===== src/hw/rtl/assert_macros.svh =====
// ----------------------------------------------------------------------------
// Assertion macros
// Shared property wrappers, sampled on clock, disabled during reset.
// ----------------------------------------------------------------------------
`ifndef ASSERT_MACROS_SVH
`define ASSERT_MACROS_SVH

// same-cycle implication
`define GTP_ASSERT_IMP(lbl, ante, cons) \
   lbl: assert property (@(posedge clock) disable iff (reset) (ante) |-> (cons)) \
      else $error("assertion failed");

// next-cycle implication
`define GTP_ASSERT_NXT(lbl, ante, cons) \
   lbl: assert property (@(posedge clock) disable iff (reset) (ante) |=> (cons)) \
      else $error("assertion failed");

`endif


===== src/hw/rtl/gtp_pkg.sv =====
// ----------------------------------------------------------------------------
// gtp_pkg
// Types, constants and helpers of the guillotine rectangle packer.
// ----------------------------------------------------------------------------
package gtp_pkg;

   localparam int MAX_DIM = 2048;
   localparam int PAD     = 4;
   localparam int ALIGN   = 128;

   localparam int REQ_W = 12;
   localparam int DIM_W = $clog2(MAX_DIM + 1);
   localparam int PW_W  = REQ_W + 1;
   localparam int POS_W = 11;
   localparam int FC_W  = 7;
   localparam int STS_W = 2;

   localparam logic OP_INSERT = 1'b0;
   localparam logic OP_CLEAR  = 1'b1;

   localparam logic REG_ATLAS_W = 1'b0;
   localparam logic REG_ATLAS_H = 1'b1;

   typedef enum logic [STS_W-1:0] {
      STS_OK     = 2'd0,
      STS_NO_FIT = 2'd1,
      STS_FULL   = 2'd2
   } status_type;

   typedef enum logic [2:0] {
      ST_INIT,
      ST_IDLE,
      ST_SEARCH,
      ST_CHECK,
      ST_MODIFY,
      ST_DONE
   } state_type;

   typedef struct packed {
      logic [DIM_W-1:0] x;
      logic [DIM_W-1:0] y;
      logic [DIM_W-1:0] w;
      logic [DIM_W-1:0] h;
   } rect_type;

   typedef struct packed {
      logic     shift;
      logic     load0;
      rect_type push;
      rect_type root;
   } chain_ctl_type;

   function automatic logic [DIM_W-1:0] round_dim(input logic [REQ_W-1:0] v);
      logic [REQ_W:0] sum;
      logic [REQ_W:0] r;
      sum = {1'b0, v} + (REQ_W+1)'(ALIGN - 1);
      r   = sum & ~((REQ_W+1)'(ALIGN - 1));
      if (r > (REQ_W+1)'(MAX_DIM)) begin
         r = (REQ_W+1)'(MAX_DIM);
      end
      return DIM_W'(r);
   endfunction

endpackage


===== src/hw/rtl/guillotine_rect_packer_top.sv =====
// ----------------------------------------------------------------------------
// guillotine_rect_packer_top
// First-fit guillotine allocator for a texture atlas over a ring of cells.
// ----------------------------------------------------------------------------
//  channel | direction | payload
//  req_    | in        | tdata: req_width, req_height; tuser: opcode
//  rsp_    | out       | tdata: pos_x, pos_y, free_count; tuser: status
//  csr_    | in        | index 0 atlas_width, index 1 atlas_height
//
//  Insert: a search pass of one full rotation of the cell ring, a check, then
//  a rewrite pass of one more rotation; the result is then registered, and the
//  next word can be taken in the same cycle that the result becomes valid.
//  No fit or list full: the search pass and check only, no rewrite. Clear:
//  loads the root rectangle and goes straight to the result. Reset loads the root rectangle into the head cell.
//  A waiting result holds the block in its final state until rsp_tready.
// ----------------------------------------------------------------------------
module guillotine_rect_packer_top #(
   parameter int MAX_FREE = 64
) (
   input  logic                          clock,
   input  logic                          reset,
   input  logic                          req_tvalid,
   output logic                          req_tready,
   input  logic [23:0]                   req_tdata,   // req_width, req_height
   input  logic                          req_tuser,   // opcode
   output logic                          rsp_tvalid,
   input  logic                          rsp_tready,
   output logic [31:0]                   rsp_tdata,   // pos_x, pos_y, free_count
   output logic [gtp_pkg::STS_W-1:0]     rsp_tuser,   // status
   input  logic                          csr_we,
   input  logic                          csr_index,
   input  logic [gtp_pkg::REQ_W-1:0]     csr_wdata
);
   import gtp_pkg::*;

   `include "assert_macros.svh"

   chain_ctl_type ctl;
   rect_type      cell_q [MAX_FREE];

   gtp_ctrl #(
      .MAX_FREE (MAX_FREE)
   ) u_ctrl (
      .clock      (clock),
      .reset      (reset),
      .req_tvalid (req_tvalid),
      .req_tready (req_tready),
      .req_tdata  (req_tdata),
      .req_tuser  (req_tuser),
      .rsp_tvalid (rsp_tvalid),
      .rsp_tready (rsp_tready),
      .rsp_tdata  (rsp_tdata),
      .rsp_tuser  (rsp_tuser),
      .csr_we     (csr_we),
      .csr_index  (csr_index),
      .csr_wdata  (csr_wdata),
      .head       (cell_q[0]),
      .next       (cell_q[1]),
      .ctl        (ctl)
   );

   for (genvar i = 0; i < MAX_FREE; i++) begin : g_cell
      rect_type d_in;
      if (i == MAX_FREE - 1) begin : g_tail
         assign d_in = ctl.push;
      end else begin : g_mid
         assign d_in = cell_q[i+1];
      end
      gtp_cell u_cell (
         .clock      (clock),
         .shift      (ctl.shift),
         .load       ((i == 0) ? ctl.load0 : 1'b0),
         .load_data  (ctl.root),
         .shift_data (d_in),
         .data_out   (cell_q[i])
      );
   end

   `GTP_ASSERT_NXT(a_busy_after_accept, req_tvalid && req_tready, !req_tready)
   `GTP_ASSERT_IMP(a_no_shift_on_load, ctl.load0, !ctl.shift)
   `GTP_ASSERT_IMP(a_count_bound, rsp_tvalid, rsp_tdata[28:22] <= FC_W'(MAX_FREE))
   `GTP_ASSERT_IMP(a_fail_no_pos, rsp_tvalid && (rsp_tuser != STS_OK), rsp_tdata[21:0] == '0)

endmodule


===== src/hw/rtl/gtp_cell.sv =====
// ----------------------------------------------------------------------------
// gtp_cell
// One free-list slot: holds a rectangle, takes its neighbor's on shift.
// ----------------------------------------------------------------------------
module gtp_cell (
   input  logic              clock,
   input  logic              shift,
   input  logic              load,
   input  gtp_pkg::rect_type load_data,
   input  gtp_pkg::rect_type shift_data,
   output gtp_pkg::rect_type data_out
);
   import gtp_pkg::*;

   rect_type data_ff;
   rect_type data_in;

   always_comb begin
      data_in = data_ff;
      if (load) begin
         data_in = load_data;
      end else if (shift) begin
         data_in = shift_data;
      end
   end

   always_ff @(posedge clock) begin
      data_ff <= data_in;
   end

   assign data_out = data_ff;

endmodule


===== src/hw/rtl/gtp_ctrl.sv =====
// ----------------------------------------------------------------------------
// gtp_ctrl
// Sequencer: search pass and rewrite pass over the cell ring, result register.
// ----------------------------------------------------------------------------
module gtp_ctrl #(
   parameter int MAX_FREE = 64
) (
   input  logic                            clock,
   input  logic                            reset,
   input  logic                            req_tvalid,
   output logic                            req_tready,
   input  logic [23:0]                     req_tdata,
   input  logic                            req_tuser,
   output logic                            rsp_tvalid,
   input  logic                            rsp_tready,
   output logic [31:0]                     rsp_tdata,
   output logic [gtp_pkg::STS_W-1:0]       rsp_tuser,
   input  logic                            csr_we,
   input  logic                            csr_index,
   input  logic [gtp_pkg::REQ_W-1:0]       csr_wdata,
   input  gtp_pkg::rect_type               head,
   input  gtp_pkg::rect_type               next,
   output gtp_pkg::chain_ctl_type          ctl
);
   import gtp_pkg::*;

   localparam int IDX_W = $clog2(MAX_FREE);
   localparam int CNT_W = $clog2(MAX_FREE + 1);

   state_type        state_ff, state_in;
   logic [IDX_W-1:0] k_ff, k_in;
   logic [IDX_W-1:0] idx_ff, idx_in;
   logic [CNT_W-1:0] n_ff, n_in;
   logic             found_ff, found_in;
   rect_type         fnd_ff, fnd_in;
   logic [PW_W-1:0]  pw_ff, pw_in;
   logic [PW_W-1:0]  ph_ff, ph_in;
   status_type       res_sts_ff, res_sts_in;
   logic [POS_W-1:0] res_x_ff, res_x_in;
   logic [POS_W-1:0] res_y_ff, res_y_in;
   logic             rsp_valid_ff, rsp_valid_in;
   status_type       rsp_sts_ff, rsp_sts_in;
   logic [POS_W-1:0] rsp_x_ff, rsp_x_in;
   logic [POS_W-1:0] rsp_y_ff, rsp_y_in;
   logic [FC_W-1:0]  rsp_cnt_ff, rsp_cnt_in;
   logic [REQ_W-1:0] atlas_w_ff, atlas_w_in;
   logic [REQ_W-1:0] atlas_h_ff, atlas_h_in;

   logic             last_step;
   logic [CNT_W-1:0] k_ext;
   logic             fits;
   logic             has_right;
   logic             has_bottom;
   logic [CNT_W:0]   new_n;
   rect_type         right_rect;
   rect_type         bottom_rect;
   rect_type         slot0;
   rect_type         slot1;

   assign last_step = (k_ff == IDX_W'(MAX_FREE - 1));
   assign k_ext     = CNT_W'(k_ff);
   assign fits      = (pw_ff <= PW_W'(head.w)) && (ph_ff <= PW_W'(head.h));

   assign has_right  = (PW_W'(fnd_ff.w) > pw_ff) && (ph_ff != '0);
   assign has_bottom = (fnd_ff.w != '0) && (PW_W'(fnd_ff.h) > ph_ff);
   assign new_n      = (CNT_W+1)'(n_ff) - (CNT_W+1)'(1)
                     + (CNT_W+1)'(has_right) + (CNT_W+1)'(has_bottom);

   always_comb begin
      right_rect.x  = fnd_ff.x + DIM_W'(pw_ff);
      right_rect.y  = fnd_ff.y;
      right_rect.w  = fnd_ff.w - DIM_W'(pw_ff);
      right_rect.h  = DIM_W'(ph_ff);
      bottom_rect.x = fnd_ff.x;
      bottom_rect.y = fnd_ff.y + DIM_W'(ph_ff);
      bottom_rect.w = fnd_ff.w;
      bottom_rect.h = fnd_ff.h - DIM_W'(ph_ff);
      slot0 = has_right ? right_rect : (has_bottom ? bottom_rect : head);
      slot1 = (has_right && has_bottom) ? bottom_rect : head;
   end

   always_ff @(posedge clock) begin
      if (reset) begin
         state_ff     <= ST_INIT;
         k_ff         <= '0;
         n_ff         <= CNT_W'(1);
         found_ff     <= 1'b0;
         rsp_valid_ff <= 1'b0;
         atlas_w_ff   <= REQ_W'(MAX_DIM);
         atlas_h_ff   <= REQ_W'(MAX_DIM);
      end else begin
         state_ff     <= state_in;
         k_ff         <= k_in;
         n_ff         <= n_in;
         found_ff     <= found_in;
         rsp_valid_ff <= rsp_valid_in;
         atlas_w_ff   <= atlas_w_in;
         atlas_h_ff   <= atlas_h_in;
      end
   end

   always_ff @(posedge clock) begin
      idx_ff     <= idx_in;
      fnd_ff     <= fnd_in;
      pw_ff      <= pw_in;
      ph_ff      <= ph_in;
      res_sts_ff <= res_sts_in;
      res_x_ff   <= res_x_in;
      res_y_ff   <= res_y_in;
      rsp_sts_ff <= rsp_sts_in;
      rsp_x_ff   <= rsp_x_in;
      rsp_y_ff   <= rsp_y_in;
      rsp_cnt_ff <= rsp_cnt_in;
   end

   always_comb begin
      state_in     = state_ff;
      k_in         = k_ff;
      idx_in       = idx_ff;
      n_in         = n_ff;
      found_in     = found_ff;
      fnd_in       = fnd_ff;
      pw_in        = pw_ff;
      ph_in        = ph_ff;
      res_sts_in   = res_sts_ff;
      res_x_in     = res_x_ff;
      res_y_in     = res_y_ff;
      rsp_valid_in = rsp_valid_ff && !rsp_tready;
      rsp_sts_in   = rsp_sts_ff;
      rsp_x_in     = rsp_x_ff;
      rsp_y_in     = rsp_y_ff;
      rsp_cnt_in   = rsp_cnt_ff;
      atlas_w_in   = atlas_w_ff;
      atlas_h_in   = atlas_h_ff;
      req_tready   = 1'b0;
      ctl.shift    = 1'b0;
      ctl.load0    = 1'b0;
      ctl.push     = head;
      ctl.root.x   = '0;
      ctl.root.y   = '0;
      ctl.root.w   = round_dim(atlas_w_ff);
      ctl.root.h   = round_dim(atlas_h_ff);

      if (csr_we) begin
         if (csr_index == REG_ATLAS_W) begin
            atlas_w_in = csr_wdata;
         end else begin
            atlas_h_in = csr_wdata;
         end
      end

      case (state_ff)
         ST_INIT: begin
            ctl.load0 = 1'b1;
            n_in      = CNT_W'(1);
            state_in  = ST_IDLE;
         end
         ST_IDLE: begin
            req_tready = 1'b1;
            if (req_tvalid) begin
               pw_in    = PW_W'(req_tdata[REQ_W-1:0]) + PW_W'(2 * PAD);
               ph_in    = PW_W'(req_tdata[2*REQ_W-1:REQ_W]) + PW_W'(2 * PAD);
               res_x_in = '0;
               res_y_in = '0;
               k_in     = '0;
               found_in = 1'b0;
               if (req_tuser == OP_CLEAR) begin
                  ctl.load0  = 1'b1;
                  n_in       = CNT_W'(1);
                  res_sts_in = STS_OK;
                  state_in   = ST_DONE;
               end else begin
                  state_in = ST_SEARCH;
               end
            end
         end
         ST_SEARCH: begin
            ctl.shift = 1'b1;
            if (!found_ff && (k_ext < n_ff) && fits) begin
               found_in = 1'b1;
               idx_in   = k_ff;
               fnd_in   = head;
            end
            k_in = k_ff + IDX_W'(1);
            if (last_step) begin
               k_in     = '0;
               state_in = ST_CHECK;
            end
         end
         ST_CHECK: begin
            if (!found_ff) begin
               res_sts_in = STS_NO_FIT;
               state_in   = ST_DONE;
            end else if (new_n > (CNT_W+1)'(MAX_FREE)) begin
               res_sts_in = STS_FULL;
               state_in   = ST_DONE;
            end else begin
               state_in = ST_MODIFY;
            end
         end
         ST_MODIFY: begin
            ctl.shift = 1'b1;
            if (k_ext < CNT_W'(idx_ff)) begin
               ctl.push = head;
            end else if (k_ext + CNT_W'(1) < n_ff) begin
               ctl.push = next;
            end else if (k_ext + CNT_W'(1) == n_ff) begin
               ctl.push = slot0;
            end else if (k_ext == n_ff) begin
               ctl.push = slot1;
            end else begin
               ctl.push = head;
            end
            k_in = k_ff + IDX_W'(1);
            if (last_step) begin
               k_in       = '0;
               n_in       = CNT_W'(new_n);
               res_sts_in = STS_OK;
               res_x_in   = POS_W'((DIM_W+1)'(fnd_ff.x) + (DIM_W+1)'(PAD));
               res_y_in   = POS_W'((DIM_W+1)'(fnd_ff.y) + (DIM_W+1)'(PAD));
               state_in   = ST_DONE;
            end
         end
         ST_DONE: begin
            if (!rsp_valid_ff || rsp_tready) begin
               rsp_valid_in = 1'b1;
               rsp_sts_in   = res_sts_ff;
               rsp_x_in     = res_x_ff;
               rsp_y_in     = res_y_ff;
               rsp_cnt_in   = FC_W'(n_ff);
               state_in     = ST_IDLE;
            end
         end
         default: begin
            state_in = ST_INIT;
         end
      endcase
   end

   assign rsp_tvalid = rsp_valid_ff;
   assign rsp_tuser  = rsp_sts_ff;
   assign rsp_tdata  = {3'b000, rsp_cnt_ff, rsp_y_ff, rsp_x_ff};

endmodule


===== config.mk =====
export PLATFORM = sky130hd
export DESIGN_NAME = guillotine_rect_packer_top
export DESIGN_NICKNAME = d
export VERILOG_FILES = /design/src/hw/rtl/gtp_pkg.sv /design/src/hw/rtl/guillotine_rect_packer_top.sv /design/src/hw/rtl/gtp_cell.sv /design/src/hw/rtl/gtp_ctrl.sv
export VERILOG_INCLUDE_DIRS = /design/src /design/src/hw/rtl
export SDC_FILE = /design/constraint.sdc
export NUM_CORES = 2
export LEC_CHECK = 0
export BUFFER_PORTS_ARGS = -buffer_cell sky130_fd_sc_hd__buf_2
export CORE_MARGIN = 2
export CORE_UTILIZATION = 35
export DETAILED_ROUTE_END_ITERATION = 8
export GPL_TIMING_DRIVEN = 0
export HOLD_SLACK_MARGIN = 0.12
export MAX_ROUTING_LAYER = met4
export PLACE_DENSITY = 0.6
export SYNTH_ARGS = -nofsm -noshare
export SYNTH_HDL_FRONTEND = slang
export SYNTH_SLANG_ARGS = --single-unit

===== constraint.sdc =====
create_clock -name clock -period 173.2 [get_ports clock]
set_input_delay 0 -clock clock [delete_from_list [all_inputs] [get_ports clock]]
set_output_delay 0 -clock clock [all_outputs]
set_load 0.05 [all_outputs]

## Word level (Yosys, flattened, before mapping)

Cells that the tools add are included.
Widths: inputs -> output; s select.

- Register bits: 3249

- Add/sub/neg operators: 15
- Eq/ne operators: 15
- Reductions and logical operators: 32
- Bitwise gates (word level): 1
- Order comparisons: 10
- Muxes and demuxes: 48

Operators with widths:

| cell | count |
|---|---|
| $mux 48 | 8 |
| $mux 24 | 2 |
| $pmux 11 s2 | 2 |
| $mux 11 | 3 |
| $add 12x4->13 const B | 2 |
| $add 12x7->13 const B | 2 |
| $gt 12x13->1 | 2 |
| $gt 13x12->1 const B | 2 |
| $le 13x12->1 | 2 |
| $add 12x12->12 | 2 |
| $mux 12 | 2 |
| $sub 12x12->12 | 2 |
| $add 11x3->11 const B | 2 |
| $mux 7 | 3 |
| $pmux 7 s3 | 1 |
| $mux 3 | 6 |
| $pmux 3 s6 | 1 |
| $add 8x1->8 | 2 |
| $reduce_bool 13->1 | 1 |
| $mux 6 | 2 |
| $pmux 6 s2 | 1 |
| $reduce_and 2->1 | 6 |
| $reduce_bool 12->1 | 1 |
| $mux 2 | 5 |
| other kinds (30) | 59 |

## Longest topological paths before layout

- Depth in word-level cells: 9
- Gate-level depth with buffers: 21

## Hierarchy

Synthesis repeated with hierarchy kept, for this count alone.

- Cell total of the unflattened synthesis: 7994
- Area, all modules: 145558.4 um^2

By module, submodules not included:

| module | instances | area an instance (um^2) | cells an instance | seq. area each (um^2) |
|---|---|---|---|---|
| gtp_cell | 64 | 2067.0 | 102 | 1441.4 |
| gtp_ctrl | 1 | 13267.7 | 1465 | 4894.7 |
| guillotine_rect_packer_top | 1 | 3.8 | 1 | 0.0 |

## Least setup slack after synthesis

No wires, ideal clock.

- Kind: reg2reg
- Start: register u_ctrl.state_ff[1]
- End: register g_cell[10].u_cell.data_ff, in the netlist g_cell[10].u_cell.data_out[0], enable pin
- Path slack: 89.913 ns
- Clock period less this slack: 83.287 ns
- Arrival time: 78.896 ns
- Buffers on the path: 2
- Cell stages (with the launch flop): 6
- Library setup time: 4.390 ns
- Cells stage by stage: dfxtp_1 -> nor2b_1 -> clkbuf_1 -> o21ai_0 -> clkinv_1 -> clkbuf_1

RTL lines:

| element | line | text |
|---|---|---|
| start, declared | gtp_ctrl.sv:30 | `state_type state_ff, state_in;` |
| start signal, assigned | gtp_ctrl.sv:92 | `state_ff <= state_in;` |
| end signal, assigned | gtp_cell.sv:28 | `data_ff <= data_in;` |
| end, declared | gtp_cell.sv:15 | `rect_type data_ff;` |

## Worst setup path after layout

- Start: register u_ctrl.ph_ff[1]
- End: register u_ctrl.res_sts_ff[0], enable pin

- Word-level cells in the longest chain between the ends: 7
- Elaborated cells between the ends (all ways): 9
- Those cells by class: 2 x add/sub; 2 x order compare; 1 x eq/ne; 4 x reduce/logical

RTL lines:

| element | line | text |
|---|---|---|
| start, declared | gtp_ctrl.sv:37 | `logic [PW_W-1:0] ph_ff, ph_in;` |
| start signal, assigned | gtp_ctrl.sv:106 | `ph_ff <= ph_in;` |
| $reduce_bool 13->1 | gtp_ctrl.sv:64 | `assign has_right = (PW_W'(fnd_ff.w) > pw_ff) && (ph_ff != '0);` |
| $logic_and 1x1->1 | gtp_ctrl.sv:64 |  |
| $add 8x1->8 | gtp_ctrl.sv:67 | `+ (CNT_W+1)'(has_right) + (CNT_W+1)'(has_bottom);` |
| $add 8x1->8 (*) | gtp_ctrl.sv:67 |  |
| $gt 8x7->1 (*) | gtp_ctrl.sv:194 | `end else if (new_n > (CNT_W+1)'(MAX_FREE)) begin` |
| $ne 3x3->1 (no source line) (*) | - |  |
| $reduce_and 5->1 (no source line) (*) | - |  |
| end signal, assigned | gtp_ctrl.sv:107 | `res_sts_ff <= res_sts_in;` |
| end, declared | gtp_ctrl.sv:38 | `status_type res_sts_ff, res_sts_in;` |

Every way passes the cells marked *; elsewhere a longest branch is shown, timed or not.
A chain may end at the register's enable or synchronous reset.

==> impl_metrics.json <==
{
  "status": "complete, no violations",
  "io_buffer_count": 74,
  "nets": 5161,
  "grtUsageTotal_pct": 11.6,
  "synth.distinct_cells": 72,
  "post_synth.cell_area_avg_um2": 22.6,
  "synthFlopType": "edfxtp_1",
  "clock-sinks": 3119,
  "layoutNonFillerInstCount": 9030,
  "placedCellCount": 8387,
  "clkTransAtPathRegs_ns": 0.06,
  "grt_pass1_wl_um": 250000,
  "r2r_end": "u_ctrl.res_sts_ff[0]",
  "yosysSeqAreaShare_pct": 91.9,
  "required_ns": 173.75,
  "seqPwrFrac_pct": 56.4,
  "hold_viol": 0,
  "combPwrFrac_pct": 7.8,
  "fin_setup_tns_ns": 0,
  "drc": 0,
  "fin_skew_ns": 0.0312,
  "detail-route-antenna-nets": 0,
  "grt_pass1_vias": 39441,
  "reg2regPathDepth": 21,
  "ctsHtreeMaxLevel": 5,
  "drv_cap": 0,
  "core_mm2": 0.288,
  "p_int_mw": 1.38,
  "cp_max_fo": 10,
  "cts_tree": "yes",
  "rows": 197,
  "maxSlewViolCount": 0,
  "routed_wl_um": 168000,
  "clockBufferDepth": 4,
  "reg2reg_slack_ns": 167.05,
  "place.gp.congestion": 0.859,
  "die_area_mm2": 0.294,
  "synth_edf_count": 3055,
  "startpoint_type": "flop",
  "finalPower_mw": 1.79,
  "cts-root-buf": "clkbuf_16",
  "switching_share_pct": 22.8,
  "vias_per_cell": 4.54,
  "p_switching_mw": 0.408,
  "p_per_area_mw_per_mm2": 15.1,
  "ys_warn_count": 0,
  "dr.pass1.iters": 6,
  "relSlewSlack_pct": 7.42,
  "worst_slew_pin_slew_ns": 1.38,
  "antenna_found_initial": 34,
  "grt_start_max_net_pins": 78,
  "dp_hpwl_um": 99900,
  "rr_startpoint": "u_ctrl.ph_ff[1]",
  "crit_type": "reg -> reg",
  "cts_resized": 0,
  "area_growth_pct": 17.0,
  "worstPathArrival_ns": 6.70,
  "drtIter0Drc": 4065,
  "setup_violations": 0,
  "vias": 41001,
  "synthArstFlopShare_pct": 0,
  "timing.final.crit_share_pct": 3.55,
  "period_needed_ns": 6.15,
  "cts_buffers": 300,
  "initial_core_util_pct": 35.2,
  "holdCritPathClass": "in -> reg",
  "fillerInstances": 24842,
  "power.leakage_nw": 37.7,
  "ir_drop_mv": 0.00959,
  "drt-wirelength-per-cell_um": 18.6,
  "rsz0062_at_grt": "no",
  "yosys_register_bits": 3119,
  "syn_inst": 4479,
  "utilization_pct": 41.1,
  "drive_gt1_share_pct": 10.9,
  "hold-path-cell-count": 4,
  "die_h_um": 542,
  "die_w_um": 542,
  "fmax_mhz": 163,
  "end_kind": "flop",
  "clkPwrFrac_pct": 35.7,
  "gr-total-overflow": 0,
  "netlist_area_mm2": 0.101,
  "io_pins": 79,
  "hp-start": "req_tdata[23]",
  "clk_latency_ns": 0.85,
  "hold_end": "u_ctrl.ph_ff[12]"
}
==> power groups by stage <==
stage,combinational [mW],clock (mW),sequential (mW)
6_report,0.140,0.640,1.01
5_1_grt,0.154,0.689,1.02
4_1_cts,0.141,0.661,1.01
3_5_place_dp,0.139,0,1.03
3_3_place_gp,0.122,0,1.68
2_1_floorplan,0.0803,0,1.51
==> metal layers <==
layer	routed length, µm	GRT usage (%)	up-vias	share of wire, %
li1	-	-	18784	-
met1	83900	17.7	20796	50
met2	68200	14.9	1081	41
met3	11400	2.76	340	6.8
met4	4680	3.76	0	2.8
met5	0	-	-	0
==> Yosys cell counts, types with 7 or more instances <==
cell type	n	area share [%]
edfxtp_1	3055	91
nand2_1	250	0.93
a21oi_1	148	0.73
nor2_1	118	0.44
ha_1	99	1.2
inv_1	80	0.30
o21ai_0	69	0.34
dfxtp_1	64	1.3
nand3_1	58	0.29
clkbuf_1	54	0.20
xnor2_1	45	0.39
xor2_1	31	0.27
nor3_1	25	0.12
mux2i_1	23	0.23
and2_1	22	0.14
and3_1	22	0.14
nand2b_1	21	0.13
o211ai_1	21	0.16
o221ai_1	19	0.16
nand4_1	17	0.11
nor2b_1	16	0.099
a211oi_1	15	0.11
o21a_1	15	0.11
a31oi_1	13	0.080
nor4_1	13	0.080
o31ai_1	13	0.096
a21o_1	11	0.082
or2_2	9	0.056
buf_2	8	0.040
or4_1	8	0.059
buf_1	7	0.026
nand3b_1	7	0.052
o22ai_1	7	0.043
==> worst max-delay path by stage <==
stage	startpoint	to	cells after the start
2_1_floorplan	u_ctrl.state_ff[1]	g_cell[10].u_cell.data_out[0]	5
3_3_place_gp	u_ctrl.state_ff[1]	g_cell[48].u_cell.data_out[12]	5
3_5_place_dp	u_ctrl.ph_ff[1]	u_ctrl.res_sts_ff[0]	21
4_1_cts	u_ctrl.ph_ff[1]	u_ctrl.res_sts_ff[0]	21
5_1_grt	u_ctrl.ph_ff[1]	u_ctrl.res_sts_ff[0]	21
6_report	u_ctrl.ph_ff[1]	u_ctrl.res_sts_ff[0]	21
==> what timing repair did <==
| item | in CTS | in global routing |
|---|---|---|
| setup buffers | 0 | 0 |
| endpoints found under the hold margin | 117 | 0 |
| hold buffers | 105 | 0 |
==> placed cells by master, fill, tap and decap left out, types with 31 or more instances in the layout <==
| master | n |
|---|---|
| o21ai_0 | 69 |
| inv_1 | 80 |
| nand2_1 | 250 |
| xnor2_1 | 45 |
| dfxtp_1 | 64 |
| clkbuf_1 | 106 |
| nand3_1 | 58 |
| clkinv_1 | 70 |
| clkinv_2 | 31 |
| nor2_1 | 116 |
| a21oi_1 | 148 |
| clkbuf_16 | 305 |
| dlygate4sd3_1 | 105 |
| edfxtp_1 | 3055 |
| ha_1 | 99 |
| buf_2 | 82 |
| xor2_1 | 31 |
| bufinv_16 | 31 |
| buf_16 | 47 |
==> kinds of logic after synthesis <==
kind of cell / Yosys count / share of synthesized area, %
and+or+nand+nor: 602 / 2.77
adders and majority gates: 104 / 1.32
other: 1 / 0.00370
muxes: 31 / 0.316
AOI/OAI and AO/OA: 388 / 2.42
xor gates and xnor gates: 76 / 0.658
DFF: 3119 / 91.9
buffers and inverters: 158 / 0.618
==> flip-flops by register name, indices dropped and copies added, names as in the netlist, 6 cells and up <==
name,count
u_ctrl.n_ff,7
u_ctrl.rsp_x_ff,11
u_ctrl.res_y_ff,11
u_ctrl.atlas_h_ff,12
u_ctrl.rsp_y_ff,11
u_ctrl.k_ff,6
u_ctrl.bottom_rect,23
u_ctrl.rsp_cnt_ff,7
u_ctrl.res_x_ff,11
u_ctrl.pw_ff,13
u_ctrl.idx_ff,6
u_ctrl.fnd_ff,23
u_ctrl.atlas_w_ff,12
g_cell.u_cell.data_out,2944
u_ctrl.ph_ff,13
==> layout make-up <==
cell class | instances | area, µm² | area share (%)
Buffer | 75 | 318 | 0.268
Timing Repair Buffer | 231 | 2820 | 2.38
Clock inverter | 169 | 1750 | 1.48
Tap cell | 3781 | 4730 | 4.00
Sequential cell | 3119 | 93000 | 78.6
Inverter | 83 | 312 | 0.263
Multi-Input combinational cell | 1204 | 7600 | 6.42
Clock buffer | 358 | 7830 | 6.61
Antenna cell | 10 | 25.0 | 0.0211
==> per-stage QoR <==
step	worst slack [ns]	instance area [µm²]	hold slack, ns
3_3_place_gp	65.03	106000	0.271
3_5_place_dp	167.06	108000	0.267
4_1_cts	167.01	118000	0.123
6_report	167.05	118000	0.172
5_1_grt	166.78	118000	0.144
2_1_floorplan	89.91	101000	0.0989
==> critical path: stages (launching register included) <==
cell      delay [ns]
edfxtp_1        0.71
inv_1           0.32
ha_1            0.39
nand4_1         0.16
or4_1           0.57
nand2_1         0.13
a21oi_2         0.08
inv_2           0.27
buf_1           0.93
ha_1            0.40
inv_1           0.06
ha_1            0.15
inv_1           0.06
fa_1            0.40
nor2b_1         0.12
o21ai_0         0.08
nand2b_1        0.12
a21o_1          0.13
a21oi_1         0.07
xor2_1          0.16
o21ai_0         0.29
o22a_1          0.24
Note: power is estimated with default switching activity, not from simulation.
